==> config.mk <==
export PLATFORM = sky130hd
export DESIGN_NAME = sag_cfg
export DESIGN_NICKNAME = d
export VERILOG_FILES = /design/src/rtl/sag_pkg.sv /design/src/rtl/sag_cfg.sv
export SDC_FILE = /design/constraint.sdc
export NUM_CORES = 1
export LEC_CHECK = 0
export BUFFER_PORTS_ARGS = -buffer_cell sky130_fd_sc_hd__buf_4
export CORE_MARGIN = 2
export CORE_UTILIZATION = 40
export CTS_CLUSTER_SIZE = 20
export DETAILED_ROUTE_END_ITERATION = 12
export SYNTH_ARGS = -nofsm -noshare
export SYNTH_HDL_FRONTEND = slang
export SYNTH_SLANG_ARGS = --single-unit
==> constraint.sdc <==
create_clock -name i_clk -period 9.88 [get_ports i_clk]
set_clock_uncertainty 0.15 [all_clocks]
set_input_delay 0.988 -clock i_clk [delete_from_list [all_inputs] [get_ports i_clk]]
set_output_delay 0.988 -clock i_clk [all_outputs]
set_load 0.05 [all_outputs]
==> src/rtl/sag_pkg.sv <==
// constants and types for the strided address generator
// no dependencies
`default_nettype none
package sag_pkg;
    localparam logic [1:0] OP_RAVEL = 2'd0;
    localparam logic [1:0] OP_COORD = 2'd1;
    localparam logic [1:0] OP_INDEX = 2'd2;
    localparam logic [1:0] OP_NONE = 2'd3;
    localparam logic [2:0] REG_RANK = 3'd0;
    localparam logic [2:0] REG_SIZE0 = 3'd1;
    localparam logic [2:0] REG_SIZE1 = 3'd2;
    localparam logic [2:0] REG_SIZE2 = 3'd3;
    localparam logic [2:0] REG_STRIDE0 = 3'd4;
    localparam logic [2:0] REG_STRIDE1 = 3'd5;
    localparam logic [2:0] REG_STRIDE2 = 3'd6;
    localparam logic [2:0] REG_BASE = 3'd7;

    typedef struct packed {
        logic [1:0]  opcode;
        logic [30:0] ravel_in;
        logic [15:0] coord_in_0;
        logic [15:0] coord_in_1;
        logic [15:0] coord_in_2;
    } t_in_word;

    typedef struct packed {
        logic [31:0] element_offset;
        logic [31:0] ravel_out;
        logic [15:0] coord_out_0;
        logic [15:0] coord_out_1;
        logic [15:0] coord_out_2;
        logic        is_solid;
    } t_out_word;

    // registered configuration seen by the datapath
    typedef struct packed {
        logic [1:0]  rank;
        logic [15:0] size_0;
        logic [15:0] size_1;
        logic [15:0] size_2;
        logic [31:0] stride_0;
        logic [31:0] stride_1;
        logic [31:0] stride_2;
        logic [30:0] base;
        logic        solid;
    } t_cfg;
endpackage
`default_nettype wire

==> src/rtl/sag_cfg.sv <==
// configuration registers and the solid flag
// depends on sag_pkg
`default_nettype none
module sag_cfg #(
    parameter int MAX_RANK = 3
) (
    input  wire logic              i_clk,
    input  wire logic              i_rst_n,
    input  wire logic              i_cfg_we,
    input  wire logic [2:0]        i_cfg_idx,
    input  wire logic [31:0]       i_cfg_data,
    output sag_pkg::t_cfg          o_cfg
);
    logic [1:0]  r_rank;
    logic [15:0] r_size [3];
    logic [31:0] r_stride [3];
    logic [30:0] r_base;
    logic [15:0] e_size [3];
    logic [1:0]  eff_rank;
    logic [47:0] w1;
    logic        sd;

    always_ff @(posedge i_clk) begin
        if (!i_rst_n) begin
            r_rank <= '0;
            r_size[0] <= 16'd1;
            r_size[1] <= 16'd1;
            r_size[2] <= 16'd1;
            r_stride[0] <= '0;
            r_stride[1] <= '0;
            r_stride[2] <= 32'd1;
            r_base <= '0;
        end else if (i_cfg_we) begin
            unique case (i_cfg_idx)
                sag_pkg::REG_RANK:    r_rank <= i_cfg_data[1:0];
                sag_pkg::REG_SIZE0:   r_size[0] <= i_cfg_data[15:0];
                sag_pkg::REG_SIZE1:   r_size[1] <= i_cfg_data[15:0];
                sag_pkg::REG_SIZE2:   r_size[2] <= i_cfg_data[15:0];
                sag_pkg::REG_STRIDE0: r_stride[0] <= i_cfg_data;
                sag_pkg::REG_STRIDE1: r_stride[1] <= i_cfg_data;
                sag_pkg::REG_STRIDE2: r_stride[2] <= i_cfg_data;
                sag_pkg::REG_BASE:    r_base <= i_cfg_data[30:0];
            endcase
        end
    end

    always_comb begin
        for (int i = 0; i < 3; i++) begin
            e_size[i] = (r_size[i] == '0) ? 16'd1 : r_size[i];
        end
        eff_rank = (r_rank > 2'(MAX_RANK)) ? 2'(MAX_RANK) : r_rank;
        // dense weights checked from the fastest used axis outward
        sd = 1'b1;
        w1 = '0;
        unique case (eff_rank)
            2'd1: sd = (r_stride[0] == 32'd1);
            2'd2: begin
                sd = (r_stride[1] == 32'd1)
                    && (r_stride[0] == {16'd0, e_size[1]});
            end
            2'd3: begin
                w1 = {32'd0, e_size[2]} * {32'd0, e_size[1]};
                sd = (r_stride[2] == 32'd1)
                    && (r_stride[1] == {16'd0, e_size[2]})
                    && (w1[47:31] == '0) && (r_stride[0] == w1[31:0]);
            end
            default: sd = 1'b1;
        endcase
    end

    assign o_cfg = '{rank: eff_rank, size_0: e_size[0], size_1: e_size[1],
                     size_2: e_size[2], stride_0: r_stride[0],
                     stride_1: r_stride[1], stride_2: r_stride[2],
                     base: r_base, solid: sd};
endmodule
`default_nettype wire

# --- Yosys cells after proc, flatten, opt, wreduce, memory -nomap -nowiden ---
# Memories as Yosys holds them, arrays and structs flattened.
# Cells that the tools add are included.
totals:
  mem_bits_rw: 144
  memories: 2
  regBits: 33
  inputBits: 38
mem_list:
  columns: ["memory", "words", "width", "rd", "rd_ports_with_merged_regs", "wr", "line", "rtl"]
  rows:
  - ["r_stride", 3, 32, 3, 0, 3, "sag_cfg.sv:16", "logic [31:0] r_stride [3];"]
  - ["r_size", 3, 16, 3, 0, 3, "sag_cfg.sv:15", "logic [15:0] r_size [3];"]
op_classes:
  n_mul: 1
  n_lt_le_gt_ge: 1
  muxes: 36
  n_eq_ne: 16
  bitwise_logic: 7
  n_reduce_logical: 10
ops:
  columns: ["operator", "n"]
  rows:
  - ["equality test 32 x 1 -> 1 bit (second input constant)", 3]
  - ["two-way mux 16 bit", 6]
  - ["two-way mux 32 bit", 3]
  - ["equality test 32 x 16 -> 1 bit", 2]
  - ["logical NOT 16 bit", 3]
  - ["equality test 32 bit", 1]
  - ["multiplier 16 x 16 -> 32 bit", 1]
  - ["two-way mux 1 bit", 25]
  - ["equality test 3 bit (second input constant)", 4]
  - ["equality test 3 x 2 -> 1 bit (second input constant)", 2]
  - ["bitwise OR 1 bit", 6]
  - ["equality test 2 bit (second input constant)", 2]
  - ["logical AND 1 bit", 4]
  - ["AND reduction 2 bit", 2]
  - ["equality test 3 x 1 -> 1 bit (second input constant)", 1]
  - ["logical NOT 3 bit", 1]
  - ["one-hot mux 1 bit (3 select lines)", 1]
  - ["equality test 2 x 1 -> 1 bit (second input constant)", 1]
  - ["greater-than comparator 2 bit (second input constant)", 1]
  - ["two-way mux 2 bit", 1]
  - ["inverter 1 bit", 1]

# --- Depth between registers and ports, before layout ---
# Gate-level depths: netlist of the first run.
logic_depth:
  ltp_word: 7
  mapped_depth: 28
  depth_no_buf: 24

# --- Worst setup path before layout of the first run ---
# OpenSTA, ideal clock, no wires.
synth_timing:
  kind: "reg-to-output"
  start: "mem r_size[2][8], in the netlist r_size[0][40]"
  end: "out o_cfg[0] (netlist bit)"
  slack_ns: 1.661
  stages_incl_launch_ff: 27
  arrival_ns: 7.081
  path_buffers: 4
  path_cell_list: "edfxtp_1 > buf_6 > nor4_2 > a41o_2 > clkbuf_1 > nand2_1 > fa_1 > fa_1 > inv_1 > fa_1 > fa_1 > fa_1 > inv_1 > fa_1 > inv_1 > ha_1 > buf_2 > xnor2_1 > nor3_1 > nor4_1 > nand3_1 > nor4_1 > nand4_1 > or4_1 > nor4_1 > a31o_1 > buf_4"
synth_rtl:
  columns: ["element", "line", "rtl"]
  rows:
  - ["from (decl)", "sag_cfg.sv:15", null]
  - ["to (decl)", "sag_cfg.sv:12", "output sag_pkg::t_cfg o_cfg"]

==> metrics.txt, run 1 <==
Via density 5.38; measured slew at the worst slew-check pin about 1 ns; top cells by area, synth edfxtp_1 27%, fa_1 24%, ha_1 8.1%, and2_1 6.4%, nand2_1 5.4%; CP endpoint kind output pin; most frequent cells in the layout 244 x buf_4, 234 x nand2_1, 229 x inv_1, 194 x fa_1, 165 x and2_1; Worst R2R Path Depth 2; initial core utilization 40.6%; number of detailed-route iterations in the first pass 5; Synth Area in Compound Gates around 6.5%; Area growth, synth to finish 15.9%; syn nets 1,948; GP Congestion 0.912; Post-Synth Adder-Cell Area approximately 32%; #FFs+latches synth between 150 and 200; sequential-to-total area share from yosys stat 30.9%; postcts setup bufs 0; status finished clean; Die W just over 200 um; final hold violations 0; clock sink total roughly 180; CTS clk-pin slew, worst paths around 0.07 ns; Placed Instance Area about 18,000 um^2; Synth top area share 26.8%; Total GRT Usage roughly a quarter; simple-gate portion of the synthesized area between 15 and 20%; # resized after CTS 0; total of max-cap violations 0; Worst-Skew Late Latency 0.46 ns; IO buf count ~220; XOR/XNOR share of the synthesized area between 3 and 4%; mux share of post-synthesis cell area less than 1%; cts hold-fix bufs 0; DRC 0; Critical Path Fanout Max 19; number of global-route vias before repair between 10,000 and 15,000; final slew viol count 0; Final Setup Violations 0; die area roughly 42,000 um^2; most common cell after layout, fill and taps aside buf_4; Final nets between 2,000 and 2,500; proportion of layout cells with a drive suffix above 1 16.6%; fin crit share between 90% and 100%; H-tree Lvls 4; Ys Warns 0; Hold WC Path Type reg2reg; row cnt 73; vias post-DR around 12,000; Setup TNS 0 ns; Avg Inst Size Synth 10.0 um^2; unrepaired setup endpoints after global routing false; DP HPWL around 42 mm; ys async rst share 0%; largest net degree at the start of global routing 42; CP Data Required Time roughly 8.7 ns; Die H approximately 200 um; CP Launch Type flop; Cells after Synth around 1,600; Cell Area, Synth about 16,000 um^2; Yosys cell types 65; Crit Path Category reg2out; Root Buffer Master clkbuf_16; Primary FF master, synth edfxtp_1; CTS buffer count 17; Max-Slew Margin vs Limit roughly 33%; core area approximately 40,000 um^2; ANT nets after route 0; Ports 216; initial antenna violation count 2; Remaining Overflow, GRT 0; post-place setup slack between 1 and 1.5 ns; WL final 52.7 mm; post-layout instance area approximately 19,000 um^2; first-pass GRT wire length around 81 mm; critical path arrival 8.09 ns; CTS tree built; Peak Freq 108 MHz; fin crit period about 9.2 ns; WL/cell between 20 and 25 um; cell taking the most area after synthesis edfxtp_1; largest family of logic cells by synthesized area adder cells; fin worst setup slack about 0.65 ns; hold path cells 2; Post-synth EDFFs approximately 140; CTS Buffer Depth 2; DR iter-0 viols around 830
[metrics by stage]
step                      util, %  hold WS (ns)  std cells
final                        47.1         0.320       2286
after global routing         47.0         0.339       2285
after CTS                    47.0         0.321       2285
after detailed placement     45.6         0.310       2253
after global placement       45.6         0.303       2253
after floorplan                 -         0.528       1612
[final cells by class]
| cell class | count | area (um^2) |
|---|---|---|
| Tap cell | 525 | 657 |
| Multi-Input combinational cell | 1078 | 9770 |
| Inverter | 229 | 860 |
| Clock inverter | 15 | 163 |
| Clock buffer | 17 | 425 |
| Fill cell | 3748 | 21000 |
| Timing Repair Buffer | 244 | 1830 |
| Sequential cell | 177 | 4980 |
| Antenna cell | 1 | 2.50 |
[logic make-up (layout without fill, tap and decap cells)]
logic type | after synthesis | in the layout
flip-flops | 177 | 177
AO/OA/AOI/OAI | 152 | 152
AND/OR/NAND/NOR | 551 | 551
XOR/XNOR | 72 | 72
multiplexers | 5 | 5
adder cells (fa/ha/maj) | 298 | 298
buffers and inverters | 357 | 505
other | 0 | 1
[final timing paths]
path / start / endpoint / slack [ns]
worst max-delay path: r_size[0][40] / o_cfg[0] / 0.65
worst min-delay path: r_base[12] / r_base[12] / 0.32
worst min register to register: r_base[12] / r_base[12] / 0.32
worst max register to register: r_rank[1] / r_rank[1] / 8.92
[Yosys cell counts, types with 5 or more instances]
master / count
nor3_1: 16
xor2_1: 24
nand2b_1: 12
nand4_1: 19
nand3_1: 13
xnor2_1: 48
a21oi_1: 28
nor4_2: 5
clkbuf_1: 98
nand2_1: 234
edfxtp_1: 144
and2_1: 165
a31oi_1: 5
buf_2: 21
a21boi_0: 32
ha_1: 104
o21a_1: 8
o21ai_1: 7
o21ai_0: 24
nor2_1: 26
nor4_1: 34
inv_1: 229
a21o_1: 8
dfxtp_1: 33
fa_1: 194
[state kept, by name, indices dropped and copies added, names as in the netlist]
name	count
r_base	31
r_rank	2
r_size	48
r_stride	96
[routing by layer]
layer  share of wire [%]  vias up  track usage, %
met2                  46      557            41.1
li1                    -     5443               -
met4                 3.6        4            9.96
met3                 9.4      105            7.06
met1                  41     6201            34.7
met5               0.057        -               0
[worst max-delay path, stage by stage, from the launching register on]
cell and delay [ns]:
edfxtp_1 0.75, nor4_2 0.39, a41o_2 0.54, nand2_1 0.14, fa_1 0.39, inv_1 0.07
ha_1 0.14, inv_1 0.05, fa_1 0.47, fa_1 0.55, inv_1 0.05, fa_1 0.50
inv_1 0.06, fa_1 0.49, inv_1 0.08, ha_1 0.37, o21a_1 0.15, a21oi_1 0.34
a31oi_1 0.27, nor3_1 0.43, o21a_1 0.21, o211ai_1 0.09, or4_1 0.43, nor4_1 0.28
a31o_1 0.21, buf_4 0.20
Power of run 1 is not shown: default switching activity piles up to over one toggle a cycle in this logic, so the estimate is an artifact.
==> inputs of run 2 (changes only) <==
CELL_PAD_IN_SITES_DETAIL_PLACEMENT = 1   (was unset)
CELL_PAD_IN_SITES_GLOBAL_PLACEMENT = 1   (was unset)
PLACE_DENSITY_LB_ADDON = 0.1   (was unset)
==> run 2 against run 1 <==
Net effect: die area unchanged; wire length grew 5.4%; worst setup slack worse by 0.10 ns; sequential share of layout area hardly changed; worst hold slack worse by 0.0058 ns; utilization about the same; largest cell class unchanged.
==> metrics.txt, run 2 (same netlist as run 1, synthesis figures left out) <==
Critical R2R Launch r_rank[1]; Die H 205 um (unchanged); hold path start r_base[30]; Worst Path Buf+Inv 4 (-2); Crit Path Category reg2out; final hold violations 0 (unchanged); CTS clk-pin slew, worst paths 0.07 ns (about the same); Inst Count DP 2,254 (+0.044%); post-place setup slack 0.931 ns (-0.179 ns); clock sink total 177 (unchanged); most common cell after layout, fill and taps aside buf_4; Worst R2R Path Depth 2 (unchanged); DR iter-0 viols 634 (-23%); postcts setup bufs 0 (unchanged); initial core utilization 40.6% (unchanged); CTS tree built; CP endpoint kind output pin; Critical Path Fanout Max 19 (unchanged); initial antenna violation count 0 (-2); CTS Buffer Depth 2 (unchanged); vias post-DR 12,200 (-1.0%); Total GRT Usage 27.7% (+1.4 points); Largest register FFs 96 (unchanged); fin worst setup slack 0.554 ns (-0.101 ns); fin crit share 94.4% (+1.0 points); H-tree Lvls 4 (unchanged); Hold WC Path Type reg2reg; Setup TNS 0 ns (unchanged); cts hold-fix bufs 0 (unchanged); worst-path cell chain nor4_2, a41o_2, nand2_1, fa_1, fa_1, inv_1, fa_1, fa_1, fa_1, inv_1, fa_1, inv_1, ha_1, a21oi_1, a21oi_1, a2111oi_0, nand4_1, or4_1, nor4_1, a31o_1, buf_4; most flop-heavy register r_stride; most frequent cells in the layout 245 x buf_4, 234 x nand2_1, 229 x inv_1, 194 x fa_1, 165 x and2_1; CP delay by family, top adder cells; final slew viol count 0 (unchanged); Root Buffer Master clkbuf_16; WL final 55.5 mm (+5.4%); die area 41,900 um^2 (unchanged); Ports 216 (unchanged); IO buf count 215 (unchanged); CP Data Required Time 8.74 ns (about the same); Die W 205 um (unchanged); WL/cell 24.3 um (+5.4%); fin cells 2,287 (+0.044%); measured slew at the worst slew-check pin 1.03 ns (+0.0299 ns); number of detailed-route iterations in the first pass 5 (unchanged); unrepaired setup endpoints after global routing false; DRC 0 (unchanged); Worst-Skew Late Latency 0.43 ns (-0.03 ns); ANT nets after route 0 (unchanged); first-pass GRT wire length 85.1 mm (+4.9%); FF-to-FF End r_rank[1]; CP Launch Type flop; total of max-cap violations 0 (unchanged); r2r setup slk 8.87 ns (-0.05 ns); DP HPWL 44.8 mm (+6.8%); top flop regs r_stride: 96 flops, r_size: 48 flops, r_base: 31 flops; critical path arrival 8.19 ns (+0.10 ns); hold path endpoint r_base[30]; Max-Slew Margin vs Limit 31.3% (-2.0 points); CP max stage cell edfxtp_1; proportion of layout cells with a drive suffix above 1 16.6% (+0.047 points); GP Congestion 0.875 (-4.1%); largest net degree at the start of global routing 42 (unchanged); Via density 5.33 (-1.1%); fin crit period 9.33 ns (+0.101 ns); number of global-route vias before repair 13,800 (+5.0%); Area growth, synth to finish 15.9% (about the same); Peak Freq 107 MHz (-1.1%); Final nets 2,084 (+0.048%); Top cell by count, worst path fa_1; status finished clean; slowest stage delay, CP 0.72 ns (-0.03 ns); hold path cells 2 (unchanged); # resized after CTS 0 (unchanged); Final Setup Violations 0 (unchanged); row cnt 73 (unchanged); Remaining Overflow, GRT 0 (unchanged); CTS buffer count 17 (unchanged); core area 39,700 um^2 (unchanged)
[run 2: cell types whose count changed in the layout (fill, tap and decap cells not counted), sizes merged]
| cell | delta |
|---|---|
| buf | +1 |
| bufinv | +1 |
| clkinvlp | -1 |
[run 2: area by class of cell]
type	count	area (um^2)
antenna	1	2.50
clock buffer	17	425
clock inverter	15	150
fill	4450	21000
inverter	229	860
multi-input combinational	1078	9770
sequential	177	4980
tap	525	657
timing repair buffer	245	1840
[run 2: per-stage QoR]
stage	util, %	cell area [um^2]	hold slack [ns]
finish	47.0	18700	0.314
global route	47.0	18700	0.345
detailed placement	45.6	18100	0.309
CTS	47.0	18700	0.318
global placement	45.6	18100	0.302
floorplan	-	16100	0.528
[run 2: metal layers]
metal  track usage (%)  wire (um)
met1              34.4      22800
met2              49.0      27900
met3              4.80       3270
met4              8.02       1570
met5                 0          0
[run 2: how the worst max path moves through the flow]
stage / start / end / slack (ns) / depth (start not counted)
finish: r_size[0][41] / o_cfg[0] / 0.55 / 21
global route: r_size[0][41] / o_cfg[0] / 0.11 / 22
CTS: r_size[0][41] / o_cfg[0] / 0.47 / 21
detailed placement: r_size[0][41] / o_cfg[0] / 0.93 / 21
global placement: r_size[0][46] / o_cfg[0] / 1.10 / 22
floorplan: r_size[0][40] / o_cfg[0] / 1.66 / 26
[run 2: worst register-to-register path, cell delays in order (launching register included)]
cell     delay, ns
dfxtp_1       0.51
mux2i_1       0.13
nor2b_1       0.15
Power of run 2 is left out for the same reason.
